--- src/hw/rtl/jfps_pkg.sv ---
`timescale 1ns / 1ps
`default_nettype none

package jfps_pkg;

    // Grid geometry. A cell address is the row and column bits side by side,
    // so the stores are sized to the next power of two of each dimension.
    localparam int unsigned ROWS      = 64;
    localparam int unsigned COLS      = 64;
    localparam int unsigned ROW_W     = $clog2(ROWS);
    localparam int unsigned COL_W     = $clog2(COLS);
    localparam int unsigned ADDR_W    = ROW_W + COL_W;
    localparam int unsigned MEM_DEPTH = 1 << ADDR_W;

    // Signed Q4.12 cell values; the four-neighbor sum needs two more bits.
    localparam int unsigned VAL_W = 16;
    localparam int unsigned SUM_W = VAL_W + 2;
    localparam int unsigned CNT_W = 16;

    typedef logic signed [VAL_W-1:0] cell_t;
    typedef logic [ADDR_W-1:0]       addr_t;
    typedef logic signed [SUM_W-1:0] sum_t;
    typedef logic [CNT_W-1:0]        count_t;

    typedef enum logic [1:0] {
        OP_WRITE = 2'd0,
        OP_RUN   = 2'd1,
        OP_READ  = 2'd2
    } op_t;

    typedef enum logic [1:0] {
        KIND_WRITE_DONE = 2'd0,
        KIND_RUN_DONE   = 2'd1,
        KIND_READ_DATA  = 2'd2
    } kind_t;

    typedef struct packed {
        op_t         operation;
        logic [5:0]  row;
        logic [5:0]  col;
        cell_t       value;
    } cmd_t;

    typedef struct packed {
        kind_t kind;
        cell_t cell_value;
    } res_t;

    // Store accesses requested by the sweep sequencer.
    typedef struct packed {
        addr_t rd_addr_a;
        addr_t rd_addr_b;
        logic  wr_en;
        addr_t wr_addr;
        cell_t wr_data;
    } seq_mem_t;

    typedef struct packed {
        logic sweep_done;
        logic run_done;
    } seq_status_t;

endpackage

`default_nettype wire

--- src/hw/rtl/jfps_sweep_seq.sv ---
`timescale 1ns / 1ps
`default_nettype none

module jfps_sweep_seq
    import jfps_pkg::*;
(
    input  wire logic   clk,
    input  wire logic   rst_n,
    input  wire logic   start,
    input  wire count_t sweep_count,
    input  wire cell_t  src_data_a,
    input  wire cell_t  src_data_b,
    output seq_mem_t    mem,
    output seq_status_t stat
);

    typedef enum logic [3:0] {
        Q_IDLE    = 4'b0001,
        Q_READ_NS = 4'b0010,
        Q_READ_WE = 4'b0100,
        Q_DRAIN   = 4'b1000
    } seq_state_t;

    seq_state_t state_reg, state_next;
    logic [ROW_W-1:0] row_reg, row_next;
    logic [COL_W-1:0] col_reg, col_next;
    count_t left_reg, left_next;
    logic done_reg, done_next;

    // Read data tags: which pair of neighbors arrives, and whether each is in the grid.
    logic a_vld_reg, a_vld_next;
    logic b_vld_reg, b_vld_next;
    logic oka_reg, oka_next;
    logic okb_reg, okb_next;
    addr_t b_addr_reg, b_addr_next;
    sum_t sum_ab_reg;

    logic n_ok, s_ok, w_ok, e_ok, last_cell;
    sum_t base, op_a, op_b, sum;

    assign n_ok = (row_reg != '0);
    assign s_ok = (row_reg != ROW_W'(ROWS - 1));
    assign w_ok = (col_reg != '0);
    assign e_ok = (col_reg != COL_W'(COLS - 1));
    assign last_cell = !s_ok && !e_ok;

    // The one shared adder: north plus south first, then that plus west and east.
    assign base = b_vld_reg ? sum_ab_reg : '0;
    assign op_a = oka_reg ? SUM_W'(src_data_a) : '0;
    assign op_b = okb_reg ? SUM_W'(src_data_b) : '0;
    assign sum  = base + op_a + op_b;

    always_comb
    begin
        if (state_reg == Q_READ_NS)
        begin
            mem.rd_addr_a = {row_reg - ROW_W'(1), col_reg};
            mem.rd_addr_b = {row_reg + ROW_W'(1), col_reg};
        end
        else
        begin
            mem.rd_addr_a = {row_reg, col_reg - COL_W'(1)};
            mem.rd_addr_b = {row_reg, col_reg + COL_W'(1)};
        end
        mem.wr_en   = b_vld_reg;
        mem.wr_addr = b_addr_reg;
        mem.wr_data = sum[SUM_W-1:2];
    end

    assign stat.sweep_done = (state_reg == Q_DRAIN);
    assign stat.run_done   = done_reg;

    always_comb
    begin
        state_next  = state_reg;
        row_next    = row_reg;
        col_next    = col_reg;
        left_next   = left_reg;
        done_next   = 1'b0;
        a_vld_next  = 1'b0;
        b_vld_next  = 1'b0;
        oka_next    = 1'b0;
        okb_next    = 1'b0;
        b_addr_next = b_addr_reg;
        unique case (state_reg)
            Q_IDLE:
            begin
                if (start)
                begin
                    if (sweep_count == '0)
                    begin
                        done_next = 1'b1;
                    end
                    else
                    begin
                        left_next  = sweep_count;
                        row_next   = '0;
                        col_next   = '0;
                        state_next = Q_READ_NS;
                    end
                end
            end
            Q_READ_NS:
            begin
                a_vld_next = 1'b1;
                oka_next   = n_ok;
                okb_next   = s_ok;
                state_next = Q_READ_WE;
            end
            Q_READ_WE:
            begin
                b_vld_next  = 1'b1;
                oka_next    = w_ok;
                okb_next    = e_ok;
                b_addr_next = {row_reg, col_reg};
                if (last_cell)
                begin
                    state_next = Q_DRAIN;
                end
                else
                begin
                    if (!e_ok)
                    begin
                        col_next = '0;
                        row_next = row_reg + ROW_W'(1);
                    end
                    else
                    begin
                        col_next = col_reg + COL_W'(1);
                    end
                    state_next = Q_READ_NS;
                end
            end
            Q_DRAIN:
            begin
                // The last cell is written at the end of this cycle.
                row_next = '0;
                col_next = '0;
                if (left_reg == count_t'(1))
                begin
                    done_next  = 1'b1;
                    state_next = Q_IDLE;
                end
                else
                begin
                    left_next  = left_reg - count_t'(1);
                    state_next = Q_READ_NS;
                end
            end
            default:
            begin
                state_next = Q_IDLE;
            end
        endcase
    end

    always_ff @(posedge clk or negedge rst_n)
    begin
        if (!rst_n)
        begin
            state_reg <= Q_IDLE;
            done_reg  <= 1'b0;
            a_vld_reg <= 1'b0;
            b_vld_reg <= 1'b0;
            oka_reg   <= 1'b0;
            okb_reg   <= 1'b0;
        end
        else
        begin
            state_reg <= state_next;
            done_reg  <= done_next;
            a_vld_reg <= a_vld_next;
            b_vld_reg <= b_vld_next;
            oka_reg   <= oka_next;
            okb_reg   <= okb_next;
        end
    end

    always_ff @(posedge clk)
    begin
        row_reg    <= row_next;
        col_reg    <= col_next;
        left_reg   <= left_next;
        b_addr_reg <= b_addr_next;
        if (a_vld_reg)
        begin
            sum_ab_reg <= sum;
        end
    end

endmodule

`default_nettype wire

--- config.mk ---
export PLATFORM = sky130hd
export DESIGN_NAME = jfps_sweep_seq
export DESIGN_NICKNAME = d
export VERILOG_FILES = /design/src/hw/rtl/jfps_pkg.sv /design/src/hw/rtl/jfps_sweep_seq.sv
export SDC_FILE = /design/constraint.sdc
export NUM_CORES = 1
export LEC_CHECK = 0
export BUFFER_PORTS_ARGS = -buffer_cell sky130_fd_sc_hd__clkbuf_2
export CAP_MARGIN = 0
export CORE_AREA = 3 3 83 163
export CTS_CLUSTER_DIAMETER = 80
export DETAILED_ROUTE_END_ITERATION = 7
export DIE_AREA = 0 0 86 166
export HOLD_SLACK_MARGIN = 0.15
export PLACE_DENSITY = 0.62
export SLEW_MARGIN = 10
export SYNTH_ARGS = -nofsm -noshare
export SYNTH_HDL_FRONTEND = slang
export SYNTH_SLANG_ARGS = --single-unit
--- constraint.sdc ---
create_clock -name clk -period 7.1 [get_ports clk]
set_input_delay 0.355 -clock clk [delete_from_list [all_inputs] [get_ports clk]]
set_output_delay 0.355 -clock clk [all_outputs]
set_load 0.03 [all_outputs]
# --- Word level (Yosys, flattened, before mapping) ---
# Cells that the tools add are included.
word_totals:
  reg_bits: 67
  output_inout_bits: 55
  wordCells: 71
op_classes:
  add_sub_neg: 7
  n_eq_ne: 12
  n_mux: 29
  reduce_logical: 12
op_table:
  columns: ["op", "count"]
  rows:
  - ["18-bit two-way mux", 3]
  - ["16-bit two-way mux", 3]
  - ["18-bit adder", 2]
  - ["6-bit two-way mux", 6]
  - ["6-bit one-hot mux with 3 select lines", 2]
  - ["16-bit one-hot mux with 2 select lines", 1]
  - ["24-bit two-way mux", 1]
  - ["16-bit by 1-bit equality test with 1-bit output (second input constant)", 1]
  - ["16-bit logical NOT", 1]
  - ["4-bit one-hot mux with 4 select lines", 1]
  - ["16-bit by 1-bit subtractor with 16-bit output (second input constant)", 1]
  - ["6-bit by 1-bit adder with 6-bit output (second input constant)", 2]
  - ["4-bit two-way mux", 3]
  - ["6-bit inequality test (second input constant)", 2]
  - ["6-bit nonzero test", 2]
  - ["6-bit by 1-bit subtractor with 6-bit output (second input constant)", 2]
  - ["2-bit inequality test (second input constant)", 5]
  - ["4-bit AND reduction", 2]
  - ["1-bit one-hot mux with 2 select lines", 3]
  - ["1-bit two-way mux", 5]
  - ["5-bit AND reduction", 1]
  - ["4-bit by 1-bit equality test with 1-bit output (second input constant)", 1]
  - ["4-bit by 2-bit equality test with 1-bit output (second input constant)", 1]
  - ["4-bit by 3-bit equality test with 1-bit output (second input constant)", 1]
  - ["7 further kinds", 8]

# --- Depth between registers and ports, before layout ---
# Gate-level depths: netlist of run 1.
logic_depth:
  ltp_word: 5
  ltp_mapped: 13
  mapped_depth_nobuf: 10

# --- Worst setup path after synthesis of run 1 ---
# Ideal clock, no wire load.
synth_timing:
  path_type: "register to output"
  from: "reg b_vld_reg"
  to: "out mem[11] (netlist bit)"
  t_arrival_ps: 3276
  slack_ps: 3469
  path_stages_with_launch: 14
  path_cell_list: "dfrtp_1 clkbuf_1 clkbuf_1 nand2_1 fa_1 inv_1 ha_1 fa_1 a21o_1 a221oi_2 a21o_1 and2b_1 xnor2_1 buf_4"
synth_between:
  elab_chain_cells: 3
synth_rtl:
  columns: ["element", "line", "source"]
  rows:
  - ["start: declaration", "jfps_sweep_seq.sv:32", "logic b_vld_reg, b_vld_next;"]
  - ["start signal: assignment", "jfps_sweep_seq.sv:173", "b_vld_reg <= b_vld_next;"]
  - ["18-bit two-way mux", "jfps_sweep_seq.sv:48", "assign base = b_vld_reg ? sum_ab_reg : '0;"]
  - ["18-bit adder (2 in a row)", "jfps_sweep_seq.sv:51", "assign sum = base + op_a + op_b;"]
  - ["end: declaration", "jfps_sweep_seq.sv:13", "output seq_mem_t mem,"]
# Every way passes these cells.

==> results of run 1 <==
-- metrics by stage --
step / utilization [%] / hold slack (ps) / instances / worst slack (ps) / instance area, um2
global route: 45.83 / 284.9 / 729 / 2478 / 5654
CTS: 45.83 / 262.1 / 729 / 2681 / 5654
floorplan: - / 59.41 / 499 / 3469 / 4880
global placement: 43.37 / 238.6 / 712 / 3119 / 5351
detailed placement: 43.37 / 236.9 / 712 / 3057 / 5351
finish: 45.83 / 277.7 / 729 / 2723 / 5654
-- critical path, stage by stage (launching register included) --
cell      delay, ps
dfrtp_1         730
nand2_1         160
fa_1            560
inv_1            40
ha_1            230
fa_1            420
a21o_1          200
a221oi_2        490
nor2_1          150
o22ai_1         280
xnor2_1         180
clkbuf_2        250
-- final cells by class --
| type | count | area, um2 | share of cell area [%] |
|---|---|---|---|
| repair buffers | 107 | 543.0 | 9.604 |
| flip-flops and latches | 67 | 1968 | 34.81 |
| clock inverters | 7 | 67.56 | 1.195 |
| inverters | 44 | 165.2 | 2.921 |
| multi-input cells | 348 | 2501 | 44.24 |
| well taps | 147 | 183.9 | 3.253 |
| clock buffers | 9 | 225.2 | 3.983 |
-- cell usage in the layout (no fill, tap or decap), types with 2 or more instances in the layout --
cell / n
xor2_1: 20
or4_4: 2
nand3_1: 7
edfxtp_1: 58
o22ai_1: 3
o31ai_1: 3
clkbuf_16: 9
dfrtp_1: 8
nor2_1: 31
o21ai_0: 22
nor3_2: 3
o21ai_1: 2
clkbuf_2: 105
fa_1: 18
clkinv_2: 2
nand2_1: 83
nor4_1: 7
a21o_1: 11
clkinvlp_4: 2
inv_2: 2
a211o_1: 2
inv_1: 42
or3_1: 2
a211oi_1: 2
and3_1: 6
and2_1: 8
a31oi_1: 4
nand4_1: 4
nor3_1: 5
ha_1: 24
o211ai_1: 3
a21oi_1: 14
nor4_2: 2
a21boi_0: 2
o21a_1: 4
xnor2_1: 35
-- report_power, final --
| group | switching [W] | internal [W] | leakage [nW] |
|---|---|---|---|
| clock | 0.000170 | 0.000270 | 0.139 |
| combinational | 0.000656 | 0.000323 | 1.82 |
| sequential | 0.000158 | 0.000591 | 0.670 |
-- cell families (layout without fill, tap and decap cells) --
logic type / Yosys count / count (layout) / share of synthesized area (%)
buf+inv: 84 / 167 / 8.410
fa+ha+maj: 42 / 42 / 13.54
xor+xnor: 55 / 55 / 9.872
flops: 67 / 67 / 40.33
compound gates: 79 / 79 / 10.38
simple gates: 172 / 172 / 17.46
-- per-layer routing --
| metal | track usage (%) | vias up | part of all wire [%] |
|---|---|---|---|
| li1 | - | 1835 | - |
| met1 | 16.41 | 1763 | 35 |
| met2 | 31.87 | 92 | 59 |
| met3 | 2.830 | 19 | 3.6 |
| met4 | 6.754 | 0 | 2.5 |
| met5 | 0 | - | 0 |
-- final timing paths --
path                                 start        endpoint  slack, ps  depth (start not counted)
worst max-delay path             b_vld_reg         mem[13]       2720                         11
worst max register to register   b_vld_reg  sum_ab_reg[15]       3450                         10
worst min register to register  row_reg[1]   b_addr_reg[7]        590                          0
max in group asynchronous            rst_n    state_reg[0]       6410                          2
min in group asynchronous            rst_n    state_reg[2]        430                          2
worst min-delay path                 start        done_reg        280                          3
-- repair_timing --
item,4_1_cts,5_1_grt
hold buffers,1,0
resized for setup,0,0
endpoints found under the hold margin,9,0
==> impl_metrics.tcl, run 1 <==
set metrics [dict create \
    num_antenna_cells 0 \
    insertion_delay_ps 330 \
    critPathMaxFanout 19 \
    clock_sinks 67 \
    timing.final.crit_period_ps 4377 \
    drtAntennaViolNets 0 \
    die_area_um2 14280 \
    fmax_mhz 228.5 \
    max_slew_margin_pct 36.60 \
    io_pins 106 \
    setup_viol 0 \
    gp_congestion 0.8846 \
    vias 3709 \
    yosysWarnings 0 \
    powerDensity_nw_per_um2 383.4 \
    ys_ff_latch 67 \
    design.core.area_um2 12340 \
    slew_viol_final 0 \
    via_per_inst 5.088 \
    wl_um 11350 \
    post_cts_buffers 0 \
    initial_utilization_pct 39.55 \
    largest_reg_flops 18 \
    syn_area_per_cell_um2 9.779 \
    syn-num-nets 592 \
    grt_max_degree 33 \
    postSynth.asyncResetShare_pct 13.43 \
    rsz0062_at_grt "false" \
    row_count 57 \
    nets 670 \
    fillCellCount 1200 \
    grt_pass1_wl_um 18590 \
    clk_path_buf_depth 2 \
    hold_violations 0 \
    drc 0 \
    dieWidth_um 86 \
    postSynthCellCount 499 \
    seq_area_frac_synth_pct 40.33 \
    skew_ps 6.316 \
    irDropWorstVdd_mv 0.2625 \
    port_buffers 105 \
    layout-drive-gt1-share_pct 23.71 \
    root_buffer "clkbuf_16" \
    cts_tree "done" \
    die_y_um 166 \
    fin_setup_tns_ps 0 \
    synth_common_cells "nand2_1, edfxtp_1, inv_1" \
    yosysTopAreaCell "edfxtp_1" \
    syn_area_um2 4880 \
    leakage_nw 2.631 \
    yosysUniqueCellTypes 57 \
    dp_hpwl_um 8921 \
    crit_path_end_kind "primary output" \
    area_delta_synth_final_pct 15.87 \
    dr.first_iter.drc_count 66 \
    outcome "finished clean" \
    cts_buffers 9 \
    tightest_slew_ps 951.1 \
    max_cap_viol_count 0 \
    required_ps 6740 \
    period_share_pct 61.64 \
    grt-ovfl-total 0 \
    synth.most_common_cell "nand2_1" \
    clk_pin_slew_worst_paths_ps 50 \
    yosysTopAreaCellShare_pct 35.69 \
    antenna_found_initial 0 \
    p_total_w 0.002168 \
    crit_type "flop to primary output" \
    cp-start-kind "flop" \
    dr.pass1.iters 4 \
    ys.flop_type "edfxtp_1" \
    worstPathArrival_ps 4020 \
    htree_num_levels 3 \
    hold_path.class "input pin to flop" \
    yosys-top-cells-area "edfxtp_1, fa_1, nand2_1" \
    grt_pass1_vias 3942 \
    grt_usage_pct 16.42 \
    synth_edf_count 58 \
    routedWlPerCell_um 15.57 \
]
No activity file was read; power rests on OpenSTA's default activity.
==> inputs of run 2 (changes only) <==
--- a/config.mk
+++ b/config.mk
@@ -12,7 +12,7 @@
 export DETAILED_ROUTE_END_ITERATION = 7
 export DIE_AREA = 0 0 86 166
 export HOLD_SLACK_MARGIN = 0.15
-export PLACE_DENSITY = 0.62
+export PLACE_DENSITY = 0.65
 export SLEW_MARGIN = 10
 export SYNTH_ARGS = -nofsm -noshare
 export SYNTH_HDL_FRONTEND = slang
==> constraint.sdc (replaced) <==
create_clock -name clk -period 3.99 [get_ports clk]
set_input_delay 0.1995 -clock clk [delete_from_list [all_inputs] [get_ports clk]]
set_output_delay 0.1995 -clock clk [all_outputs]
set_load 0.03 [all_outputs]
==> run 2 against run 1 <==
  * Hold slack got worse by 110 ps
  * Largest cell class unchanged
  * Largest power group unchanged
  * Cell count up 0.69%
  * Global-route usage increased by 0.16 points
  * Setup slack got worse by 2500 ps
==> impl_metrics.tcl, run 2 (synthesis gave the netlist of run 1 again) <==
set metrics [dict create \
    outcome "finished clean" \
    timing.rr.start "b_vld_reg" \
    cp_top_family "adder cells" \
    layout-drive-gt1-share_pct 24.53 \
    slew_viol_final 0 \
    wl_um 11470 \
    root_buffer "clkbuf_16" \
    cp_num_buf_inv 3 \
    r2r_slack_ps 810 \
    hold_violations 0 \
    die_area_um2 14280 \
    via_per_inst 5.094 \
    dp_hpwl_um 9158 \
    initial_utilization_pct 39.55 \
    hold_start "sweep_count[10]" \
    gp_congestion 0.8721 \
    htree_num_levels 3 \
    grt_usage_pct 16.58 \
    hold_depth 3 \
    crit_slowest_cell "fa_1" \
    skew_ps 9.469 \
    leakage_nw 2.654 \
    setup_viol 0 \
    critPathMaxStageDelay_ps 540 \
    cts_buffers 9 \
    cp-start-kind "flop" \
    dr.first_iter.drc_count 99 \
    fin_setup_tns_ps 0 \
    fin_ws_ps 253.6 \
    largest_reg_flops 18 \
    fmax_mhz 267.6 \
    critPathMaxFanout 13 \
    die_y_um 166 \
    max_slew_margin_pct 39.59 \
    io_pins 106 \
    drtAntennaViolNets 0 \
    num_antenna_cells 0 \
    worst_path_most_repeated_cell "o21ai_0" \
    r2r_end "sum_ab_reg[17]" \
    irDropWorstVdd_mv 0.5236 \
    post-place-ws_ps 398.2 \
    dieWidth_um 86 \
    dr.pass1.iters 5 \
    crit_path_end_kind "primary output" \
    fin_util_pct 46.15 \
    drc 0 \
    insertion_delay_ps 330 \
    antenna_found_initial 0 \
    period_share_pct 93.64 \
    timing.final.crit_period_ps 3736 \
    design.core.area_um2 12340 \
    grt_pass1_vias 3989 \
    vias 3739 \
    clk_path_buf_depth 2 \
    routedWlPerCell_um 15.63 \
    rr_worst_depth 11 \
    crit_path_cell_trace "buf_4 -> nand2_1 -> fa_1 -> inv_1 -> ha_1 -> a41oi_1 -> o21ai_0 -> or3_1 -> o21ai_0 -> xnor2_1 -> clkbuf_2" \
    rsz0062_at_grt "false" \
    port_buffers 105 \
    row_count 57 \
    area_delta_synth_final_pct 16.69 \
    p_total_w 0.003863 \
    nets 675 \
    max_cap_viol_count 0 \
    worstPathArrival_ps 3540 \
    cts_tree "done" \
    final_cell_mix "clkbuf_2, nand2_1, edfxtp_1" \
    grt_pass1_wl_um 18750 \
    layout_commonest_cell "clkbuf_2" \
    grt-ovfl-total 0 \
    powerDensity_nw_per_um2 678.5 \
    clk_pin_slew_worst_paths_ps 60 \
    tightest_slew_ps 906.1 \
    clock_sinks 67 \
    hold_path.class "input pin to flop" \
    required_ps 3790 \
    grt_max_degree 33 \
    holdPathEnd "left_reg[10]" \
    crit_type "flop to primary output" \
]
[run 2: area by class of cell]
cell class | count | area (um2)
Clock buffer | 10 | 229.0
Sequential cell | 67 | 1972
Multi-Input combinational cell | 348 | 2505
Tap cell | 147 | 183.9
Inverter | 44 | 165.2
Timing Repair Buffer | 112 | 583.1
Clock inverter | 6 | 56.30
Fill cell | 1206 | 6644
[run 2: how the worst max path moves through the flow]
stage	from	endpoint	cells after the start
3_3_place_gp	b_vld_reg	mem[15]	12
6_report	b_vld_reg	mem[14]	11
4_1_cts	b_vld_reg	mem[13]	12
3_5_place_dp	b_vld_reg	mem[13]	12
2_1_floorplan	b_vld_reg	mem[11]	13
5_1_grt	b_vld_reg	mem[11]	12
[run 2: through the flow]
step	cells	hold slack, ps	instance area (um2)
after global placement	716	78.97	5381
final	734	164.0	5694
after CTS	734	153.0	5687
after detailed placement	716	73.21	5381
after floorplan	499	-96.09	4880
after global routing	734	182.8	5694
[run 2: repair_timing]
action	in CTS	in global routing
setup endpoints to repair	0	6
resized for setup	0	4
setup buffers	0	0
hold buffers	2	0
hold endpoints to repair	10	0
[run 2: report_power, final]
| part | leakage [nW] | internal, W | total (W) | switching [W] |
|---|---|---|---|---|
| Combinational | 1.85 | 0.000583 | 0.00176 | 0.00118 |
| Sequential | 0.665 | 0.00105 | 0.00133 | 0.000280 |
| Clock | 0.141 | 0.000478 | 0.000767 | 0.000289 |
[run 2: worst min-delay path: stages]
cell      delay, ps
clkbuf_2         90
nand2_1          40
o21ai_0          60
[run 2: routing by layer]
layer / track usage [%] / vias to the layer above / wire length (um)
met5: 0 / - / 0
met1: 16.71 / 1780 / 4068
met3: 2.929 / 18 / 466
met4: 8.063 / 0 / 270
met2: 31.36 / 100 / 6667
li1: - / 1841 / -
==> inputs of run 3 (changes only) <==
--- a/config.mk
+++ b/config.mk
@@ -11,8 +11,8 @@
 export CTS_CLUSTER_DIAMETER = 80
 export DETAILED_ROUTE_END_ITERATION = 7
 export DIE_AREA = 0 0 86 166
-export HOLD_SLACK_MARGIN = 0.15
-export PLACE_DENSITY = 0.65
+export HOLD_SLACK_MARGIN = 0.05
+export PLACE_DENSITY = 0.62
 export SLEW_MARGIN = 10
 export SYNTH_ARGS = -nofsm -noshare
 export SYNTH_HDL_FRONTEND = slang
==> constraint.sdc (replaced) <==
create_clock -name clk -period 3.6 [get_ports clk]
set_input_delay 0.18 -clock clk [delete_from_list [all_inputs] [get_ports clk]]
set_output_delay 0.18 -clock clk [all_outputs]
set_load 0.03 [all_outputs]
==> run 3 against run 2 <==
  * Cell count up 0.95%
  * Final area increased by 3.3%
  * Non-clock buffer count grew 7
  * Count of clock-buffer cells in the layout shrank 1
  * Utilization grew 1.5 points
  * Sequential cell count unchanged
==> impl_metrics.tcl, run 3 (synthesis gave the netlist of run 1 again) <==
set metrics [dict create \
    timing.final.crit_period_ps 3479 \
    hold_violations 0 \
    nets 682 \
    comb_power_share_pct 47.7 \
    powerDensity_nw_per_um2 735.8 \
    die_area_um2 14280 \
    required_ps 3420 \
    max_slew_margin_pct 45.87 \
    grt_pass1_vias 4125 \
    routedWlPerCell_um 16.06 \
    power_frac_clock_pct 18.6 \
    clk_pin_slew_worst_paths_ps 50 \
    grt_usage_pct 17.06 \
    die_y_um 166 \
    grt-ovfl-total 0 \
    internal-power_w 0.002342 \
    cts_tree "done" \
    antenna_found_initial 0 \
    swShare_pct 45.87 \
    largest_reg_flops 18 \
    clk_path_buf_depth 2 \
    htree_num_levels 3 \
    tightest_slew_ps 811.9 \
    layout-drive-gt1-share_pct 29.29 \
    port_buffers 105 \
    leakage_nw 2.733 \
    sequentialPowerShare_pct 33.6 \
    crit_type "flop to primary output" \
    critPathMaxFanout 6 \
    period_share_pct 96.64 \
    hold_path.class "input pin to flop" \
    clock_sinks 67 \
    area_delta_synth_final_pct 20.49 \
    slew_viol_final 0 \
    drtAntennaViolNets 0 \
    skew_ps 11.80 \
    via_per_inst 5.165 \
    io_pins 106 \
    dieWidth_um 86 \
    dpl_cell_area_um2 5404 \
    cts_buffers 9 \
    dr.first_iter.drc_count 113 \
    design.core.area_um2 12340 \
    switching_power_w 0.001984 \
    gp_congestion 0.8919 \
    layout_commonest_cell "clkbuf_2" \
    cp_top_family "compound AO/OA/AOI/OAI gates" \
    insertion_delay_ps 330 \
    finalInstanceArea_um2 5879 \
    dp_hpwl_um 9327 \
    critPathMaxStageDelay_ps 540 \
    fmax_mhz 287.4 \
    row_count 57 \
    num_antenna_cells 0 \
    grt_max_degree 33 \
    post-place-ws_ps 94.36 \
    rsz0062_at_grt "true" \
    setup_viol 0 \
    cp_num_buf_inv 3 \
    worstPathArrival_ps 3300 \
    crit_slowest_cell "fa_1" \
    irDropWorstVdd_mv 0.5637 \
    crit_path_end_kind "primary output" \
    initial_utilization_pct 39.55 \
    final_cell_mix "clkbuf_2, nand2_1, edfxtp_1" \
    wl_um 11900 \
    root_buffer "clkbuf_16" \
    drc 0 \
    vias 3827 \
    fin_ws_ps 121.0 \
    grt_pass1_wl_um 19240 \
    outcome "finished clean" \
    dr.pass1.iters 4 \
    max_cap_viol_count 0 \
    crit_path_cell_trace "buf_4 -> nand2_1 -> fa_1 -> inv_1 -> ha_1 -> a211o_1 -> a211oi_2 -> o21bai_1 -> a21oi_1 -> xnor2_1 -> buf_2" \
    cp-start-kind "flop" \
]
-- run 3: cell count changes in the layout (fill, tap and decap cells not counted), moves of 3 or more --
cell        change
o21ai_0         -3
buf_4          +12
clkinvlp_4      +3
clkbuf_2        -8
o22ai_1         -3
buf_6           +3
xnor2_2         +3
ha_1            -3
xnor2_1         -3
o22ai_2         +3
-- run 3: final cells by class --
type                    count  area, um2
flip-flops and latches     67       1972
clock buffers               9      225.2
fillers                  1206       6459
well taps                 147      183.9
inverters                  44      165.2
clock inverters             7      45.04
repair buffers            119      661.9
multi-input cells         348       2626
-- run 3: per-layer routing --
metal	track usage (%)	vias to the layer above	routed length, um
li1	-	1863	-
met1	16.93	1825	4202
met3	2.979	36	408
met5	0	-	0
met4	8.959	0	480
met2	32.27	103	6811
-- run 3: worst min-delay path: stages --
cell	delay [ps]
clkbuf_2	90
inv_1	50
o31ai_1	60
-- run 3: power groups by stage --
stage                     clock, W  combinational, W  sequential (W)
after detailed placement         0           0.00199         0.00148
after global placement           0           0.00196         0.00146
final                     0.000806           0.00207         0.00146
after floorplan                  0           0.00168         0.00132
after CTS                 0.000835           0.00203         0.00146
after global routing      0.000865           0.00225         0.00149
-- run 3: path summary, 6_finish.rpt --
check                      startpoint        endpoint  slack (ps)  cells after the start
max                         b_vld_reg          mem[8]         120                     11
min                             start        done_reg         110                      3
max reg2reg                 b_vld_reg  sum_ab_reg[17]         560                     10
min reg2reg                row_reg[1]   b_addr_reg[7]         600                      0
max in group asynchronous       rst_n    state_reg[0]        3090                      2
min in group asynchronous       rst_n       a_vld_reg         240                      2
-- run 3: repair_timing --
item	CTS	global route
endpoints found under the setup margin	8	7
gates resized for setup	17	34
pin swaps	3	7
endpoints found under the hold margin	9	0
hold buffers	1	0
setup buffers	3	2
gates cloned	0	0
-- run 3: stage by stage --
stage / hold WS (ps) / setup TNS (ps) / utilization [%] / total power (W) / cells
global placement: 56.59 / 0 / 43.80 / 0.003425 / 719
finish: 106.6 / 0 / 47.65 / 0.004326 / 741
floorplan: -115.6 / 0 / - / 0.002997 / 499
detailed placement: 55.64 / 0 / 43.80 / 0.003467 / 719
CTS: 94.14 / 0 / 46.71 / 0.004325 / 739
global route: 131.5 / -20.51 / 47.65 / 0.004606 / 741
